--- config.mk ---
export PLATFORM = sky130hd
export DESIGN_NAME = button_press_classifier_flat
export DESIGN_NICKNAME = d
export VERILOG_FILES = /design/src/bpc_pkg.sv /design/src/bpc_in_if.sv /design/src/bpc_out_if.sv /design/src/bpc_rem.sv /design/src/bpc_ctrl.sv /design/src/bpc_dp.sv /design/src/button_press_classifier.sv /design/src/flat_wrapper.sv
export VERILOG_INCLUDE_DIRS = /design/src /design/src/src
export SDC_FILE = /design/constraint.sdc
export NUM_CORES = 1
export LEC_CHECK = 0
export ABC_CLOCK_PERIOD_IN_PS = 3350
export BUFFER_PORTS_ARGS = -buffer_cell sky130_fd_sc_hd__buf_2
export CELL_PAD_IN_SITES_DETAIL_PLACEMENT = 0
export CELL_PAD_IN_SITES_GLOBAL_PLACEMENT = 1
export CORE_AREA = 2 2 151 153
export CTS_CLUSTER_DIAMETER = 100
export CTS_CLUSTER_SIZE = 20
export DETAILED_ROUTE_END_ITERATION = 8
export DIE_AREA = 0 0 153 155
export GPL_ROUTABILITY_DRIVEN = 1
export GPL_TIMING_DRIVEN = 0
export MAX_ROUTING_LAYER = met4
export PLACE_DENSITY_LB_ADDON = 0.1
export SLEW_MARGIN = 20
export SYNTH_ARGS = -nofsm -noshare
export SYNTH_HDL_FRONTEND = slang
export SYNTH_SLANG_ARGS = --single-unit
--- constraint.sdc ---
create_clock -name clk_i -period 3.35 [get_ports clk_i]
set_input_delay 0.1675 -clock clk_i [delete_from_list [all_inputs] [get_ports clk_i]]
set_output_delay 0.1675 -clock clk_i [all_outputs]
set_load 0.03 [all_outputs]
--- src/button_press_classifier_assert.svh ---
`ifndef BUTTON_PRESS_CLASSIFIER_ASSERT_SVH
`define BUTTON_PRESS_CLASSIFIER_ASSERT_SVH

// same-cycle implication, sampled on clk_i, off while in reset
`define BPC_CHECK(lbl, ante, cons, msg) \
  lbl: assert property (@(posedge clk_i) disable iff (!rst_ni) (ante) |-> (cons)) \
    else $error(msg);

// next-cycle implication
`define BPC_CHECK_NEXT(lbl, ante, cons, msg) \
  lbl: assert property (@(posedge clk_i) disable iff (!rst_ni) (ante) |=> (cons)) \
    else $error(msg);

`endif

--- src/bpc_pkg.sv ---
package bpc_pkg;

  localparam int unsigned CFG_W           = 16;
  localparam int unsigned TICK_W          = 16;
  localparam int unsigned PHASE_W         = 3;
  localparam int unsigned CFG_IDX_W       = 2;
  localparam int unsigned COUNT_W_DEFAULT = 16;

  localparam logic [CFG_W-1:0] DEBOUNCE_RST = 16'd20;
  localparam logic [CFG_W-1:0] HOLD_GAP_RST = 16'd50;
  localparam logic [CFG_W-1:0] REPEAT_RST   = 16'd10;
  localparam logic [CFG_W-1:0] HOLD_RST     = 16'd100;

  typedef enum logic [PHASE_W-1:0] {
    PH_IDLE      = 3'd0,
    PH_DEBOUNCE  = 3'd1,
    PH_CHECK     = 3'd2,
    PH_GAP       = 3'd3,
    PH_HOLD_WAIT = 3'd4,
    PH_REPEAT    = 3'd5,
    PH_RELEASE   = 3'd6
  } bpc_phase_e;

  typedef enum logic [CFG_IDX_W-1:0] {
    CFG_DEBOUNCE = 2'd0,
    CFG_HOLD_GAP = 2'd1,
    CFG_REPEAT   = 2'd2,
    CFG_HOLD     = 2'd3
  } bpc_cfg_e;

  typedef struct packed {
    logic capture;
    logic div_start;
    logic commit;
  } bpc_cmd_t;

  typedef struct packed {
    logic need_div;
    logic div_done;
    logic out_free;
  } bpc_sts_t;

endpackage

--- src/bpc_in_if.sv ---
interface bpc_in_if;
  logic valid;
  logic ready;
  logic button_level;

  modport source (output valid, output button_level, input ready);
  modport sink   (input valid, input button_level, output ready);
endinterface

--- src/bpc_out_if.sv ---
interface bpc_out_if import bpc_pkg::*; ();
  logic               valid;
  logic               ready;
  logic               single_pulse;
  logic               hold_pulse;
  logic               repeat_pulse;
  logic [PHASE_W-1:0] phase;
  logic [TICK_W-1:0]  tick_count;

  modport source (output valid, output single_pulse, output hold_pulse, output repeat_pulse,
                  output phase, output tick_count, input ready);
  modport sink   (input valid, input single_pulse, input hold_pulse, input repeat_pulse,
                  input phase, input tick_count, output ready);
endinterface

--- src/bpc_rem.sv ---
module bpc_rem import bpc_pkg::*; #(
  parameter int unsigned DVD_W = COUNT_W_DEFAULT
) (
  input  logic             clk_i,
  input  logic             rst_ni,
  input  logic             start_i,
  input  logic [DVD_W-1:0] dividend_i,
  input  logic [CFG_W-1:0] divisor_i,
  output logic             busy_o,
  output logic [DVD_W-1:0] rem_o
);

  localparam int unsigned CNT_W = $clog2(DVD_W + 1);

  logic [DVD_W-1:0] dvd_q;
  logic [CFG_W-1:0] r_q, r_d;
  logic [CNT_W-1:0] cnt_q;
  logic             busy_q;
  logic [CFG_W:0]   trial;
  logic [CFG_W:0]   dsr_ext;

  // restoring remainder, one dividend bit per cycle
  assign trial   = {r_q, dvd_q[DVD_W-1]};
  assign dsr_ext = {1'b0, divisor_i};
  assign r_d     = (trial >= dsr_ext) ? CFG_W'(trial - dsr_ext) : CFG_W'(trial);

  always_ff @(posedge clk_i or negedge rst_ni) begin
    if (!rst_ni) begin
      busy_q <= 1'b0;
      cnt_q  <= '0;
    end else if (start_i) begin
      busy_q <= 1'b1;
      cnt_q  <= CNT_W'(DVD_W);
    end else if (busy_q) begin
      cnt_q  <= cnt_q - 1'b1;
      busy_q <= (cnt_q != CNT_W'(1));
    end
  end

  always_ff @(posedge clk_i) begin
    if (start_i) begin
      dvd_q <= dividend_i;
      r_q   <= '0;
    end else if (busy_q) begin
      dvd_q <= dvd_q << 1;
      r_q   <= r_d;
    end
  end

  assign busy_o = busy_q;
  assign rem_o  = DVD_W'(r_q);

endmodule

--- src/bpc_ctrl.sv ---
module bpc_ctrl import bpc_pkg::*; (
  input  logic     clk_i,
  input  logic     rst_ni,
  input  logic     in_valid_i,
  output logic     in_ready_o,
  input  bpc_sts_t sts_i,
  output bpc_cmd_t cmd_o
);

  typedef enum logic [1:0] {
    S_IDLE,
    S_EVAL,
    S_DIV,
    S_COMMIT
  } ctrl_state_e;

  ctrl_state_e state_q;

  always_ff @(posedge clk_i or negedge rst_ni) begin
    if (!rst_ni) begin
      state_q <= S_IDLE;
    end else begin
      unique case (state_q)
        S_IDLE: begin
          if (in_valid_i) state_q <= S_EVAL;
        end
        S_EVAL: begin
          state_q <= sts_i.need_div ? S_DIV : S_COMMIT;
        end
        S_DIV: begin
          if (sts_i.div_done) state_q <= S_COMMIT;
        end
        S_COMMIT: begin
          if (sts_i.out_free) state_q <= S_IDLE;
        end
        default: state_q <= S_IDLE;
      endcase
    end
  end

  always_comb begin
    in_ready_o      = (state_q == S_IDLE);
    cmd_o.capture   = (state_q == S_IDLE) && in_valid_i;
    cmd_o.div_start = (state_q == S_EVAL) && sts_i.need_div;
    cmd_o.commit    = (state_q == S_COMMIT) && sts_i.out_free;
  end

endmodule

--- src/bpc_dp.sv ---
module bpc_dp import bpc_pkg::*; #(
  parameter int unsigned COUNT_WIDTH = COUNT_W_DEFAULT
) (
  input  logic                 clk_i,
  input  logic                 rst_ni,
  input  logic                 cfg_we_i,
  input  logic [CFG_IDX_W-1:0] cfg_idx_i,
  input  logic [CFG_W-1:0]     cfg_data_i,
  input  logic                 level_i,
  input  logic                 out_ready_i,
  output logic                 out_valid_o,
  output logic                 single_pulse_o,
  output logic                 hold_pulse_o,
  output logic                 repeat_pulse_o,
  output logic [PHASE_W-1:0]   phase_o,
  output logic [TICK_W-1:0]    tick_count_o,
  input  bpc_cmd_t             cmd_i,
  output bpc_sts_t             sts_o
);

  localparam int unsigned CMP_W = (COUNT_WIDTH > CFG_W) ? COUNT_WIDTH : CFG_W;

  logic [CFG_W-1:0]       deb_q, gap_q, per_q, hold_q;
  bpc_phase_e             ph_q, ph_d;
  logic [COUNT_WIDTH-1:0] c_q, c_d, c_inc, rem, rem_sel;
  logic                   level_q;
  logic                   out_valid_q;
  logic                   single_d, hold_d, rep_d;
  logic                   single_pulse_q, hold_pulse_q, repeat_pulse_q;
  logic [PHASE_W-1:0]     phase_q;
  logic [TICK_W-1:0]      tick_count_q;
  logic                   div_busy;
  logic [CMP_W-1:0]       c_ext;
  logic                   lt_deb, lt_gap, lt_per, lt_hold;

  bpc_rem #(.DVD_W(COUNT_WIDTH)) u_rem (
    .clk_i      (clk_i),
    .rst_ni     (rst_ni),
    .start_i    (cmd_i.div_start),
    .dividend_i (c_q),
    .divisor_i  (per_q),
    .busy_o     (div_busy),
    .rem_o      (rem)
  );

  always_ff @(posedge clk_i or negedge rst_ni) begin
    if (!rst_ni) begin
      deb_q  <= DEBOUNCE_RST;
      gap_q  <= HOLD_GAP_RST;
      per_q  <= REPEAT_RST;
      hold_q <= HOLD_RST;
    end else if (cfg_we_i) begin
      unique case (bpc_cfg_e'(cfg_idx_i))
        CFG_DEBOUNCE: deb_q  <= cfg_data_i;
        CFG_HOLD_GAP: gap_q  <= cfg_data_i;
        CFG_REPEAT:   per_q  <= cfg_data_i;
        CFG_HOLD:     hold_q <= cfg_data_i;
        default:      deb_q  <= deb_q;
      endcase
    end
  end

  assign c_ext   = CMP_W'(c_q);
  assign lt_deb  = c_ext < CMP_W'(deb_q);
  assign lt_gap  = c_ext < CMP_W'(gap_q);
  assign lt_per  = c_ext < CMP_W'(per_q);
  assign lt_hold = c_ext < CMP_W'(hold_q);
  assign c_inc   = c_q + 1'b1;
  // zero period: remainder taken as the dividend
  assign rem_sel = (per_q == '0) ? c_q : rem;

  always_comb begin
    ph_d     = ph_q;
    c_d      = c_q;
    single_d = 1'b0;
    hold_d   = 1'b0;
    rep_d    = 1'b0;
    unique case (ph_q)
      PH_DEBOUNCE: begin
        if (lt_deb) begin
          c_d = c_inc;
        end else begin
          c_d  = '0;
          ph_d = PH_CHECK;
        end
      end
      PH_CHECK: begin
        c_d = '0;
        if (!level_q) begin
          single_d = 1'b1;
          ph_d     = PH_RELEASE;
        end else begin
          ph_d = PH_GAP;
        end
      end
      PH_GAP: begin
        if (!level_q) begin
          single_d = 1'b1;
          c_d      = '0;
          ph_d     = PH_RELEASE;
        end else if (lt_gap) begin
          c_d = c_inc;
        end else begin
          c_d  = '0;
          ph_d = PH_HOLD_WAIT;
        end
      end
      PH_HOLD_WAIT: begin
        if (!level_q) begin
          single_d = 1'b1;
          c_d      = '0;
          ph_d     = PH_RELEASE;
        end else if (lt_hold) begin
          c_d = c_inc;
        end else begin
          hold_d = 1'b1;
          c_d    = rem_sel + 1'b1;
          ph_d   = PH_REPEAT;
        end
      end
      PH_REPEAT: begin
        if (!level_q) begin
          c_d  = '0;
          ph_d = PH_RELEASE;
        end else if (lt_per) begin
          c_d = c_inc;
        end else begin
          rep_d = 1'b1;
          c_d   = '0;
        end
      end
      PH_RELEASE: begin
        if (lt_deb) begin
          c_d = c_inc;
        end else begin
          c_d  = '0;
          ph_d = PH_IDLE;
        end
      end
      default: begin
        ph_d = PH_IDLE;
        if (level_q) begin
          c_d  = '0;
          ph_d = PH_DEBOUNCE;
        end
      end
    endcase
  end

  always_ff @(posedge clk_i or negedge rst_ni) begin
    if (!rst_ni) begin
      ph_q        <= PH_IDLE;
      c_q         <= '0;
      out_valid_q <= 1'b0;
    end else begin
      if (cmd_i.commit) begin
        ph_q <= ph_d;
        c_q  <= c_d;
      end
      if (cmd_i.commit) begin
        out_valid_q <= 1'b1;
      end else if (out_ready_i) begin
        out_valid_q <= 1'b0;
      end
    end
  end

  always_ff @(posedge clk_i) begin
    if (cmd_i.capture) level_q <= level_i;
    if (cmd_i.commit) begin
      single_pulse_q <= single_d;
      hold_pulse_q   <= hold_d;
      repeat_pulse_q <= rep_d;
      phase_q        <= PHASE_W'(ph_d);
      tick_count_q   <= TICK_W'(c_d);
    end
  end

  assign out_valid_o    = out_valid_q;
  assign single_pulse_o = single_pulse_q;
  assign hold_pulse_o   = hold_pulse_q;
  assign repeat_pulse_o = repeat_pulse_q;
  assign phase_o        = phase_q;
  assign tick_count_o   = tick_count_q;
  assign sts_o.need_div = (ph_q == PH_HOLD_WAIT) && level_q && !lt_hold;
  assign sts_o.div_done = !div_busy;
  assign sts_o.out_free = !out_valid_q || out_ready_i;

endmodule

--- src/button_press_classifier.sv ---
// channel  dir  modport            payload
// btn_i    in   bpc_in_if.sink     button_level
// evt_o    out  bpc_out_if.source  single_pulse, hold_pulse, repeat_pulse, phase, tick_count
//
// A beat passes through accept, evaluate and commit into the output register.
// On hold entry the bit-serial remainder unit runs between evaluate and commit.
// Reset clears phase, counter and output valid, and loads register defaults.
// The next beat is taken while a result waits in the output register; commit
// stalls until that register is free.
module button_press_classifier import bpc_pkg::*; #(
  parameter int unsigned COUNT_WIDTH = COUNT_W_DEFAULT
) (
  input  logic                 clk_i,
  input  logic                 rst_ni,
  input  logic                 cfg_we_i,
  input  logic [CFG_IDX_W-1:0] cfg_idx_i,
  input  logic [CFG_W-1:0]     cfg_data_i,
  bpc_in_if.sink               btn_i,
  bpc_out_if.source            evt_o
);

  `include "button_press_classifier_assert.svh"

  bpc_cmd_t cmd;
  bpc_sts_t sts;

  bpc_ctrl u_ctrl (
    .clk_i      (clk_i),
    .rst_ni     (rst_ni),
    .in_valid_i (btn_i.valid),
    .in_ready_o (btn_i.ready),
    .sts_i      (sts),
    .cmd_o      (cmd)
  );

  bpc_dp #(.COUNT_WIDTH(COUNT_WIDTH)) u_dp (
    .clk_i          (clk_i),
    .rst_ni         (rst_ni),
    .cfg_we_i       (cfg_we_i),
    .cfg_idx_i      (cfg_idx_i),
    .cfg_data_i     (cfg_data_i),
    .level_i        (btn_i.button_level),
    .out_ready_i    (evt_o.ready),
    .out_valid_o    (evt_o.valid),
    .single_pulse_o (evt_o.single_pulse),
    .hold_pulse_o   (evt_o.hold_pulse),
    .repeat_pulse_o (evt_o.repeat_pulse),
    .phase_o        (evt_o.phase),
    .tick_count_o   (evt_o.tick_count),
    .cmd_i          (cmd),
    .sts_o          (sts)
  );

  `BPC_CHECK(a_commit_free, cmd.commit, sts.out_free, "commit into a full output register")
  `BPC_CHECK(a_div_needed, cmd.div_start, sts.need_div, "remainder started without hold entry")
  `BPC_CHECK_NEXT(a_commit_shows, cmd.commit, evt_o.valid, "committed result not presented")
  `BPC_CHECK(a_no_overlap, cmd.capture, !cmd.commit && !cmd.div_start, "capture during work")

endmodule
--- src/flat_wrapper.sv ---
// flat-port wrapper written by rule: the top's interface ports become plain ports
module button_press_classifier_flat import bpc_pkg::*;
#(
  parameter int unsigned COUNT_WIDTH = COUNT_W_DEFAULT
)
  (clk_i, rst_ni, cfg_we_i, cfg_idx_i, cfg_data_i, btn_i_valid, btn_i_button_level, btn_i_ready, evt_o_valid, evt_o_single_pulse, evt_o_hold_pulse, evt_o_repeat_pulse, evt_o_phase, evt_o_tick_count, evt_o_ready);
  bpc_in_if btn_i_i ();
  bpc_out_if evt_o_i ();
  input  logic clk_i;
  input  logic rst_ni;
  input  logic cfg_we_i;
  input  logic [CFG_IDX_W-1:0] cfg_idx_i;
  input  logic [CFG_W-1:0] cfg_data_i;
  input wire logic [$bits(btn_i_i.valid)-1:0] btn_i_valid;
  input wire logic [$bits(btn_i_i.button_level)-1:0] btn_i_button_level;
  output wire logic [$bits(btn_i_i.ready)-1:0] btn_i_ready;
  output wire logic [$bits(evt_o_i.valid)-1:0] evt_o_valid;
  output wire logic [$bits(evt_o_i.single_pulse)-1:0] evt_o_single_pulse;
  output wire logic [$bits(evt_o_i.hold_pulse)-1:0] evt_o_hold_pulse;
  output wire logic [$bits(evt_o_i.repeat_pulse)-1:0] evt_o_repeat_pulse;
  output wire logic [$bits(evt_o_i.phase)-1:0] evt_o_phase;
  output wire logic [$bits(evt_o_i.tick_count)-1:0] evt_o_tick_count;
  input wire logic [$bits(evt_o_i.ready)-1:0] evt_o_ready;
  assign btn_i_i.valid = btn_i_valid;
  assign btn_i_i.button_level = btn_i_button_level;
  assign btn_i_ready = btn_i_i.ready;
  assign evt_o_valid = evt_o_i.valid;
  assign evt_o_single_pulse = evt_o_i.single_pulse;
  assign evt_o_hold_pulse = evt_o_i.hold_pulse;
  assign evt_o_repeat_pulse = evt_o_i.repeat_pulse;
  assign evt_o_phase = evt_o_i.phase;
  assign evt_o_tick_count = evt_o_i.tick_count;
  assign evt_o_i.ready = evt_o_ready;
  button_press_classifier #(.COUNT_WIDTH(COUNT_WIDTH)) u_core (.clk_i(clk_i), .rst_ni(rst_ni), .cfg_we_i(cfg_we_i), .cfg_idx_i(cfg_idx_i), .cfg_data_i(cfg_data_i), .btn_i(btn_i_i), .evt_o(evt_o_i));
endmodule
Word-level counts from Yosys, hierarchy flattened
Index checks and enable logic that the tools add are counted.
{"block": "totals", "reg_bits": 147, "in_bits": 24, "out_inout_bits": 24, "elab_cells": 102}
{"block": "classes", "addsub": 4, "n_lt_le_gt_ge": 5, "n_eq_ne": 16, "muxes": 37, "reduce_logical": 22}
{"operator": "2-to-1 mux 16 bit", "n": 12}
{"operator": "one-hot mux 16 bit (5 select lines)", "n": 1}
{"operator": "less-than comparator 16 bit", "n": 4}
{"operator": "adder 16 x 1 -> 16 bit, second input constant", "n": 2}
{"operator": "2-to-1 mux 3 bit", "n": 8}
{"operator": "one-hot mux 3 bit (6 select lines)", "n": 1}
{"operator": "greater-or-equal comparator 17 x 16 -> 1 bit", "n": 1}
{"operator": "zero test 16 bit", "n": 1}
{"operator": "subtractor 16 bit", "n": 1}
{"operator": "AND reduction 2 bit", "n": 6}
{"operator": "2-to-1 mux 5 bit", "n": 2}
{"operator": "== test 3 bit, second input constant", "n": 3}
{"operator": "2-to-1 mux 1 bit", "n": 9}
{"operator": "== test 2 bit, second input constant", "n": 4}
{"operator": "one-hot mux 2 bit (4 select lines)", "n": 1}
{"operator": "== test 3 x 2 -> 1 bit, second input constant", "n": 2}
{"operator": "2-to-1 mux 2 bit", "n": 3}
{"operator": "inequality test 2 bit, second input constant", "n": 3}
{"operator": "logical AND 1 bit", "n": 5}
{"operator": "inequality test 5 x 1 -> 1 bit, second input constant", "n": 1}
{"operator": "subtractor 5 x 1 -> 5 bit, second input constant", "n": 1}
{"operator": "== test 2 x 1 -> 1 bit, second input constant", "n": 2}
{"operator": "zero test 2 bit", "n": 2}
{"operator": "nonzero test 2 bit", "n": 2}
{"operator": "6 further kinds", "n": 7}

Logic depth before layout (Yosys ltp)
Gate-level depths: netlist (run 1).
{"block": "depth", "ltp_word": 6, "mapped_depth": 14, "depth_no_buf": 11}

Modules after synthesis
A second synthesis (run 1) with hierarchy kept.
{"block": "unflattened", "hier_cells": 995, "area_unflattened_um2": 9788.1}
{"module": "bpc_dp", "instances": 1, "cells_each": 714, "area_per_inst_um2": 6970.4}
{"module": "bpc_rem", "instances": 1, "cells_each": 261, "area_per_inst_um2": 2616.3}
{"module": "bpc_ctrl", "instances": 1, "cells_each": 20, "area_per_inst_um2": 201.4}

Worst setup path before layout (run 1)
Ideal clock, no wire load.
{"block": "synth_path", "path_kind": "reg2reg", "start": "reg u_core.u_dp.per_q[1]", "end": "reg u_core.u_dp.c_q[2] (netlist: u_core.u_dp.c_ext[2])", "setup_time_ps": 87, "t_arrival_ps": 3293, "required_ps": 3263, "setup_slack_ps": -30, "stages_incl_launch_ff": 13, "path_buffers": 4, "period_less_slack_ps": 3380, "cell_sequence": "dfstp_2 > nor4_1 > nand4_1 > clkbuf_1 > clkbuf_1 > clkbuf_1 > mux2_2 > ha_1 > clkbuf_1 > o311ai_0 > o31ai_1 > a32o_1 > o211ai_1"}
{"block": "synth_via", "elab_chain_cells": 6, "elab_cells_between_ends": 9, "cone_classes": "add/sub (1); order compare (1); mux (6); reduce/logical (1)"}
{"element": "start, declared", "line": "bpc_dp.sv:23", "source": "logic [CFG_W-1:0] deb_q, gap_q, per_q, hold_q;"}
{"element": "start signal, assigned", "line": "bpc_dp.sv:56", "source": "CFG_REPEAT: per_q <= cfg_data_i;"}
{"element": "zero test 16 bit", "line": "bpc_dp.sv:70", "source": "assign rem_sel = (per_q == '0) ? c_q : rem;"}
{"element": "2-to-1 mux 16 bit", "line": "bpc_dp.sv:70"}
{"element": "adder 16 x 1 -> 16 bit", "line": "bpc_dp.sv:117", "source": "c_d = rem_sel + 1'b1;"}
{"element": "2-to-1 mux 16 bit", "line": "bpc_dp.sv:113", "source": "end else if (lt_hold) begin"}
{"element": "2-to-1 mux 16 bit", "line": "bpc_dp.sv:109", "source": "if (!level_q) begin"}
{"element": "one-hot mux 16 bit (5 select lines) (*)", "line": "bpc_dp.sv:78", "source": "unique case (ph_q)"}
{"element": "end signal, assigned", "line": "bpc_dp.sv:153", "source": "c_q <= '0;"}
{"element": "end signal, assigned", "line": "bpc_dp.sv:158", "source": "c_q <= c_d;"}
{"element": "end, declared", "line": "bpc_dp.sv:25", "source": "logic [COUNT_WIDTH-1:0] c_q, c_d, c_inc, rem, rem_sel;"}
Mark *: on every way between the ends. The rest lies on a longest branch, timed or not.
A chain may end at the register's enable or synchronous reset.

Worst setup path after layout (run 1)
{"block": "layout_path", "start": "reg u_core.u_dp.per_q[1]", "end": "reg u_core.u_dp.tick_count_q[4] (netlist: u_core.u_dp.tick_count_o[4]), data pin"}
{"block": "layout_via", "elab_chain_cells": 6, "elab_cells_between_ends": 9, "cone_classes": "add/sub (1); order compare (1); mux (6); reduce/logical (1)"}
{"element": "zero test 16 bit", "line": "bpc_dp.sv:70"}
{"element": "2-to-1 mux 16 bit", "line": "bpc_dp.sv:70"}
{"element": "adder 16 x 1 -> 16 bit", "line": "bpc_dp.sv:117"}
{"element": "2-to-1 mux 16 bit", "line": "bpc_dp.sv:113"}
{"element": "2-to-1 mux 16 bit", "line": "bpc_dp.sv:109"}
{"element": "one-hot mux 16 bit (5 select lines) (*)", "line": "bpc_dp.sv:78"}
{"element": "named net u_core.u_dp.c_d[4]", "line": "bpc_dp.sv:25"}
{"element": "end signal, assigned", "line": "bpc_dp.sv:175", "source": "tick_count_q <= TICK_W'(c_d);"}
{"element": "end, declared", "line": "bpc_dp.sv:31", "source": "logic [TICK_W-1:0] tick_count_q;"}
Mark *: on every way through the listed nets, which the timed path passes. The rest lies on a longest branch.

==> results of run 1 <==
## state kept, by name, indices dropped and copies added (netlist names), 2 cells and up
signal	count
u_core.u_dp.c_ext	16
u_core.u_dp.deb_q	16
u_core.u_dp.gap_q	16
u_core.u_dp.hold_q	16
u_core.u_dp.per_q	16
u_core.u_dp.tick_count_o	16
u_core.u_dp.u_rem.dvd_q	16
u_core.u_dp.u_rem.rem_o	16
u_core.u_dp.u_rem.cnt_q	5
u_core.u_dp.ph_q	3
u_core.u_dp.phase_o	3
u_core.u_ctrl.state_q	2
## final cells by class
type                            instances  area share
Inverter                               81      0.0277
Tap cell                              285      0.0325
Timing Repair Buffer                   57      0.0331
Multi-Input combinational cell        754       0.485
Clock inverter                         13      0.0132
Buffer                                 48      0.0208
Sequential cell                       147       0.347
Clock buffer                           19      0.0413
## per-layer routing
metal	up-vias	track usage	wire, um
li1	3852	-	-
met1	3779	0.358	14300
met2	192	0.360	11900
met4	0	0.0939	759
met3	47	0.0387	1020
met5	-	-	0
## power groups by stage
stage          clock, mW  combinational (mW)  sequential (mW)
6_report            1.97                3.32             2.80
5_1_grt             2.09                3.72             2.84
4_1_cts             2.01                3.28             2.79
3_5_place_dp           0                3.23             2.81
3_3_place_gp           0                3.17             2.81
2_1_floorplan          0                2.17             2.82
## metrics by stage
step / hold slack, ps / area [um^2]
after floorplan: -128 / 9540
final: 13.5 / 11000
after detailed placement: 121 / 10200
after global routing: 17.0 / 11000
after global placement: 345 / 10100
after CTS: 6.00 / 10900
## kinds of logic (layout without fill, tap and decap cells)
kind of cell             count (synthesis)  count (layout)  share of synthesized area
flip-flops                             147             147                      0.399
multiplexers                            68              68                     0.0783
AO/OA/AOI/OAI                          235             235                      0.161
adder cells (fa/ha/maj)                 85              85                      0.112
AND/OR/NAND/NOR                        328             328                      0.161
buffers and inverters                  130             218                     0.0534
XOR/XNOR                                38              38                     0.0349
## placed cells by master (no fill, tap or decap), drive strengths merged, types with 11 or more instances in the layout
| master | count |
|---|---|
| nand3 | 36 |
| buf | 63 |
| a211oi | 11 |
| a21o | 11 |
| o21ai | 75 |
| inv | 86 |
| edfxtp | 39 |
| a21oi | 62 |
| o211ai | 11 |
| nor3 | 20 |
| xor2 | 15 |
| nor2 | 53 |
| dfrtp | 82 |
| mux2i | 15 |
| dfxtp | 16 |
| mux2 | 53 |
| clkbuf | 58 |
| xnor2 | 23 |
| nand4 | 21 |
| nand2 | 132 |
| ha | 84 |
## how the worst max path moves through the flow
stage,to,depth (start not counted)
3_3_place_gp,u_core.u_dp.c_ext[10],13
5_1_grt,u_core.u_dp.tick_count_o[7],10
3_5_place_dp,u_core.u_dp.tick_count_o[10],12
2_1_floorplan,u_core.u_dp.c_ext[2],12
6_report,u_core.u_dp.tick_count_o[4],12
4_1_cts,u_core.u_dp.c_ext[6],14
## worst max-delay path, delay by kind of cell, from the launching register on
family	cells	cell delay [ps]
fa+ha+maj	1	230
xor+xnor	1	160
simple gates	4	780
compound gates	3	680
flops	1	410
buf+inv	2	440
mux	1	250
## timing repair
item / 4_1_cts / 5_1_grt
hold endpoints to repair: 44 / 0
gates resized for setup: 24 / 17
pin swaps: 1 / 4
setup buffers: 2 / 3
endpoints found under the setup margin: 66 / 46
hold buffers: 3 / 0
==> results_dict.tcl, run 1 <==
set metrics [dict create \
    status "finished clean" \
    die_y_um 155 \
    setup_ws_ps 119 \
    final-setup-viol-count 0 \
    route.detailed.wl_per_inst_um 19.9 \
    dp.cells 1365 \
    synth_top_area_share 0.215 \
    cts-buffers-inserted 17 \
    p_clk_frac 0.244 \
    whs_path_depth 3 \
    p_int_mw 4.75 \
    place_congestion 0.895 \
    reg2regPathDepth 12 \
    root_buffer "clkbuf_16" \
    min-delay-start "cfg_data_i[3]" \
    clock_skew_ps 12.1 \
    seq_area_frac_synth 0.399 \
    insertion_delay_ps 430 \
    num_vias 7870 \
    pre_cts_ws_ps -887 \
    clkTransAtPathRegs_ps 60 \
    synth_area_per_cell_um2 9.25 \
    htree_levels 4 \
    grt_pass1_vias 7702 \
    min_period_over_period 0.965 \
    worstHoldPathType "in -> reg" \
    arrival_ps 3380 \
    antenna_found_initial 0 \
    synthCells 1031 \
    yosysMostFrequentCell "nand2_1" \
    min_period_ps 3230 \
    grt_use_total 0.251 \
    syn_area_mm2 0.00953 \
    critPathKind "reg -> reg" \
    fin_setup_tns_ps 0 \
    synthFlopType "dfrtp_1" \
    finalPower_mw 8.09 \
    maxSlewHeadroom 0.573 \
    layout.cells.non_filler 1404 \
    multiInputGateArea_mm2 0.00532 \
    synth_area_leaders "dfrtp_1 22%, edfxtp_1 12%, ha_1 11%, mux2_2 6.3%, nand2_1 5.2%" \
    viasPerCell 5.61 \
    io_pins 48 \
    synth_warnings 0 \
    power_frac_seq 0.346 \
    n_antenna_cell 0 \
    hold_viol_final 0 \
    ys_async_sr_fraction 0.626 \
    r2r_start "u_core.u_dp.per_q[1]" \
    final_max_slew_viol_count 0 \
    hpwl_mm 21.0 \
    dr.pass1.iters 5 \
    p_sw_mw 3.34 \
    fillers 2115 \
    cap_violations 0 \
    syn_nets 1140 \
    switching_share 0.412 \
    grt_max_degree 50 \
    ant_nets 0 \
    p_leak_nw 4.95 \
    power.density_mw_per_mm2 736 \
    cp.required_ps 3490 \
    reg2reg_to "u_core.u_dp.tick_count_o[4]" \
    rrSetupSlack_ps 120 \
    final_nets 1215 \
    ir_worst_vdd_uv 394 \
    netlist_top_cells_count "132 x nand2_1, 84 x ha_1, 82 x dfrtp_1" \
    drc 0 \
    worstSetupStartpointType "register" \
    ys_seq_elements 147 \
    die_w_um 153 \
    register_area_mm2 0.00381 \
    area_growth_pct 15.2 \
    cts_tree "yes" \
    overflow 0 \
    crit_path_start "u_core.u_dp.per_q[1]" \
    p_comb_frac 0.411 \
    slowest_stage "dfstp_2" \
    crit_fanout 11 \
    clk_path_buf_depth 2 \
    grt_pass1_wl_mm 44.6 \
    final_core_util 0.494 \
    max_freq_mhz 309 \
    clock_sinks 147 \
    hold_end "u_core.u_dp.deb_q[3]" \
    end_kind "register" \
    synth_top_area_cell "dfrtp_1" \
    drtIter0Drc 493 \
    path_cells "nor4_4, nand4_1, clkbuf_8, buf_4, mux2_2, ha_2, nand2_1, o21ai_2, nand2_1, xnor2_1, o211ai_1, o211ai_1" \
    port-buffer-count 47 \
    slowest_delay_ps 410 \
    worst_pin_slew_ps 640 \
    layout-drive-gt1-share 0.173 \
    std_cell_rows 55 \
    coreArea_mm2 0.0222 \
    die_area_mm2 0.0237 \
    synth_cell_type_count 70 \
    wirelength_mm 28.0 \
    synth-edff-count 39 \
    initial_core_util 0.429 \
]
Power figures use the tool's default switching activity.
==> inputs of run 2 (changes only) <==
--- a/config.mk
+++ b/config.mk
@@ -6,7 +6,7 @@
 export SDC_FILE = /design/constraint.sdc
 export NUM_CORES = 1
 export LEC_CHECK = 0
-export ABC_CLOCK_PERIOD_IN_PS = 3350
+export ABC_CLOCK_PERIOD_IN_PS = 2650
 export BUFFER_PORTS_ARGS = -buffer_cell sky130_fd_sc_hd__buf_2
 export CELL_PAD_IN_SITES_DETAIL_PLACEMENT = 0
 export CELL_PAD_IN_SITES_GLOBAL_PLACEMENT = 1
@@ -19,6 +19,7 @@
 export GPL_TIMING_DRIVEN = 0
 export MAX_ROUTING_LAYER = met4
 export PLACE_DENSITY_LB_ADDON = 0.1
+export REMOVE_ABC_BUFFERS = 1
 export SLEW_MARGIN = 20
 export SYNTH_ARGS = -nofsm -noshare
 export SYNTH_HDL_FRONTEND = slang
==> constraint.sdc (replaced) <==
create_clock -name clk_i -period 2.65 [get_ports clk_i]
set_input_delay 0.1325 -clock clk_i [delete_from_list [all_inputs] [get_ports clk_i]]
set_output_delay 0.1325 -clock clk_i [all_outputs]
set_load 0.03 [all_outputs]
==> run 2 against run 1 <==
Net effect: the flow now finishes with violations (negative hold slack, negative setup slack); total power increased by 38%; clock skew is 3.7 ps higher; cell count increased by 5.1%; combinational power rose by 52%; global-route usage up 1.0 points; flip-flop and latch count is the same; count of clock-buffer cells in the layout down 2.
==> results_dict.tcl, run 2 (synthesis results as in run 1) <==
set metrics [dict create \
    ant_nets 0 \
    clock_sinks 147 \
    path_cells "ha_4, nand2_4, or3_4, o32ai_4, buf_6, o21ai_4, nand2_4, nand3_4, buf_6, a22oi_2, nand2_1" \
    grt_use_total 0.261 \
    cts_tree "yes" \
    clk_path_buf_depth 2 \
    dr_wl_met3_mm 1.34 \
    wirelength_mm 29.4 \
    cts-buffers-inserted 17 \
    slowest_stage "dfrtp_4" \
    insertion_delay_ps 440 \
    worst_pin_slew_ps 1240 \
    critPathKind "reg -> reg" \
    violations "negative hold slack, negative setup slack" \
    p_sw_mw 4.59 \
    final_cell_mix "102 x nand2_1, 75 x inv_1, 66 x buf_4, 65 x ha_1, 64 x dfrtp_1" \
    final-setup-viol-count 89 \
    die_area_mm2 0.0237 \
    antenna_found_initial 0 \
    area_growth_pct 33.5 \
    arrival_ps 3140 \
    layout-drive-gt1-share 0.345 \
    ir_worst_vdd_uv 504 \
    reg2regPathDepth 11 \
    hpwl_mm 18.1 \
    root_buffer "clkbuf_16" \
    fin_setup_tns_ps -18690 \
    p_clk_frac 0.228 \
    end_kind "register" \
    final_max_slew_viol_count 0 \
    std_cell_rows 55 \
    dr_wl_met2_mm 13.8 \
    min_period_over_period 1.12 \
    viasPerCell 5.59 \
    overflow 0 \
    grt_pass1_vias 8079 \
    port-buffer-count 47 \
    route.detailed.wl_per_inst_um 20.0 \
    wl_met1_mm 13.1 \
    hold_viol_final 1 \
    switching_share 0.410 \
    final_common_cell "nand2_1" \
    place_congestion 0.950 \
    clkTransAtPathRegs_ps 70 \
    coreArea_mm2 0.0222 \
    worstSetupStartpointType "register" \
    final_nets 1286 \
    io_pins 48 \
    die_y_um 155 \
    p_int_mw 6.59 \
    drtIter0Drc 416 \
    power_frac_seq 0.320 \
    slowest_delay_ps 540 \
    die_w_um 153 \
    initial_core_util 0.429 \
    holdWs_ps -4.34 \
    rrSetupSlack_ps -320 \
    final_core_util 0.573 \
    maxSlewHeadroom 0.176 \
    p_leak_nw 5.55 \
    power.density_mw_per_mm2 878 \
    grt_pass1_wl_mm 46.3 \
    status "complete, but fails checks" \
    p_comb_frac 0.452 \
    num_vias 8247 \
    crit_fanout 8 \
    worstHoldPathType "in -> reg" \
    whs_path_depth 3 \
    cp.required_ps 2820 \
    drc 0 \
    rsz0062_at_grt "true" \
    n_antenna_cell 0 \
    cap_violations 0 \
    setup_ws_ps -321 \
    grt_max_degree 68 \
    clock_skew_ps 15.8 \
    dr.pass1.iters 5 \
    max_freq_mhz 337 \
    min_period_ps 2970 \
    htree_levels 4 \
    top_layer_used "met4" \
]
## run 2: changes by cell type in the layout (fill, tap and decap cells not counted), sizes merged, moves of 2 or more
| cell | change |
|---|---|
| buf | +84 |
| and2 | +2 |
| dlygate4sd3 | +15 |
| nand2 | +6 |
| and3 | +2 |
| clkinvlp | +2 |
| clkbuf | -41 |
## run 2: final timing paths
| check | startpoint | end |
|---|---|---|
| worst min register to register | u_core.u_dp.u_rem.rem_o[15] | u_core.u_dp.u_rem.rem_o[15] |
| worst max-delay path | u_core.u_dp.c_ext[6] | u_core.u_dp.tick_count_o[1] |
| max in group asynchronous | rst_ni | u_core.u_dp.per_q[1] |
| worst max register to register | u_core.u_dp.c_ext[6] | u_core.u_dp.tick_count_o[1] |
| min in group asynchronous | rst_ni | u_core.u_dp.c_ext[12] |
| worst min-delay path | cfg_data_i[11] | u_core.u_dp.deb_q[11] |
## run 2: metal layers
layer / global-route usage / vias up
met3: 0.0493 / 60
li1: - / 4002
met1: 0.328 / 3993
met4: 0.117 / 0
met2: 0.413 / 192
met5: - / -
## run 2: worst max-delay path, delay by kind of cell (launching register included)
kind | cells | cell delay (ps)
AO/OA/AOI/OAI | 3 | 660
adder cells (fa/ha/maj) | 1 | 300
buffers and inverters | 2 | 330
flip-flops | 1 | 540
AND/OR/NAND/NOR | 5 | 870
## run 2: timing repair
item	4_1_cts	5_1_grt
setup endpoints to repair	94	93
resized for setup	189	67
pin swaps	84	46
hold endpoints to repair	123	0
setup buffers	78	19
cloned	12	0
hold buffers	18	0
## run 2: layout make-up
class	count	area, um^2
fillers	2002	9500
multi-input cells	765	6220
flip-flops and latches	147	3840
repair buffers	165	1390
clock buffers	17	425
well taps	285	357
inverters	81	313
clock inverters	15	179
## run 2: metrics by stage
step	hold slack (ps)	std cells	cell area, um^2	power [mW]	worst slack, ps
floorplan	-163	982	9330	6.20	-1070
global placement	310	1314	9920	7.27	-2640
detailed placement	30.2	1320	10000	7.31	-2570
CTS	2.97	1459	12400	10.9	-236
global route	11.1	1475	12700	11.9	-391
finish	-4.34	1475	12700	11.2	-321
## run 2: power by group through the flow
stage | Sequential (mW) | Combinational [mW] | Clock (mW)
global route | 3.66 | 5.54 | 2.69
detailed placement | 3.65 | 3.67 | 0
finish | 3.58 | 5.05 | 2.54
global placement | 3.64 | 3.63 | 0
CTS | 3.55 | 4.81 | 2.58
floorplan | 3.66 | 2.54 | 0
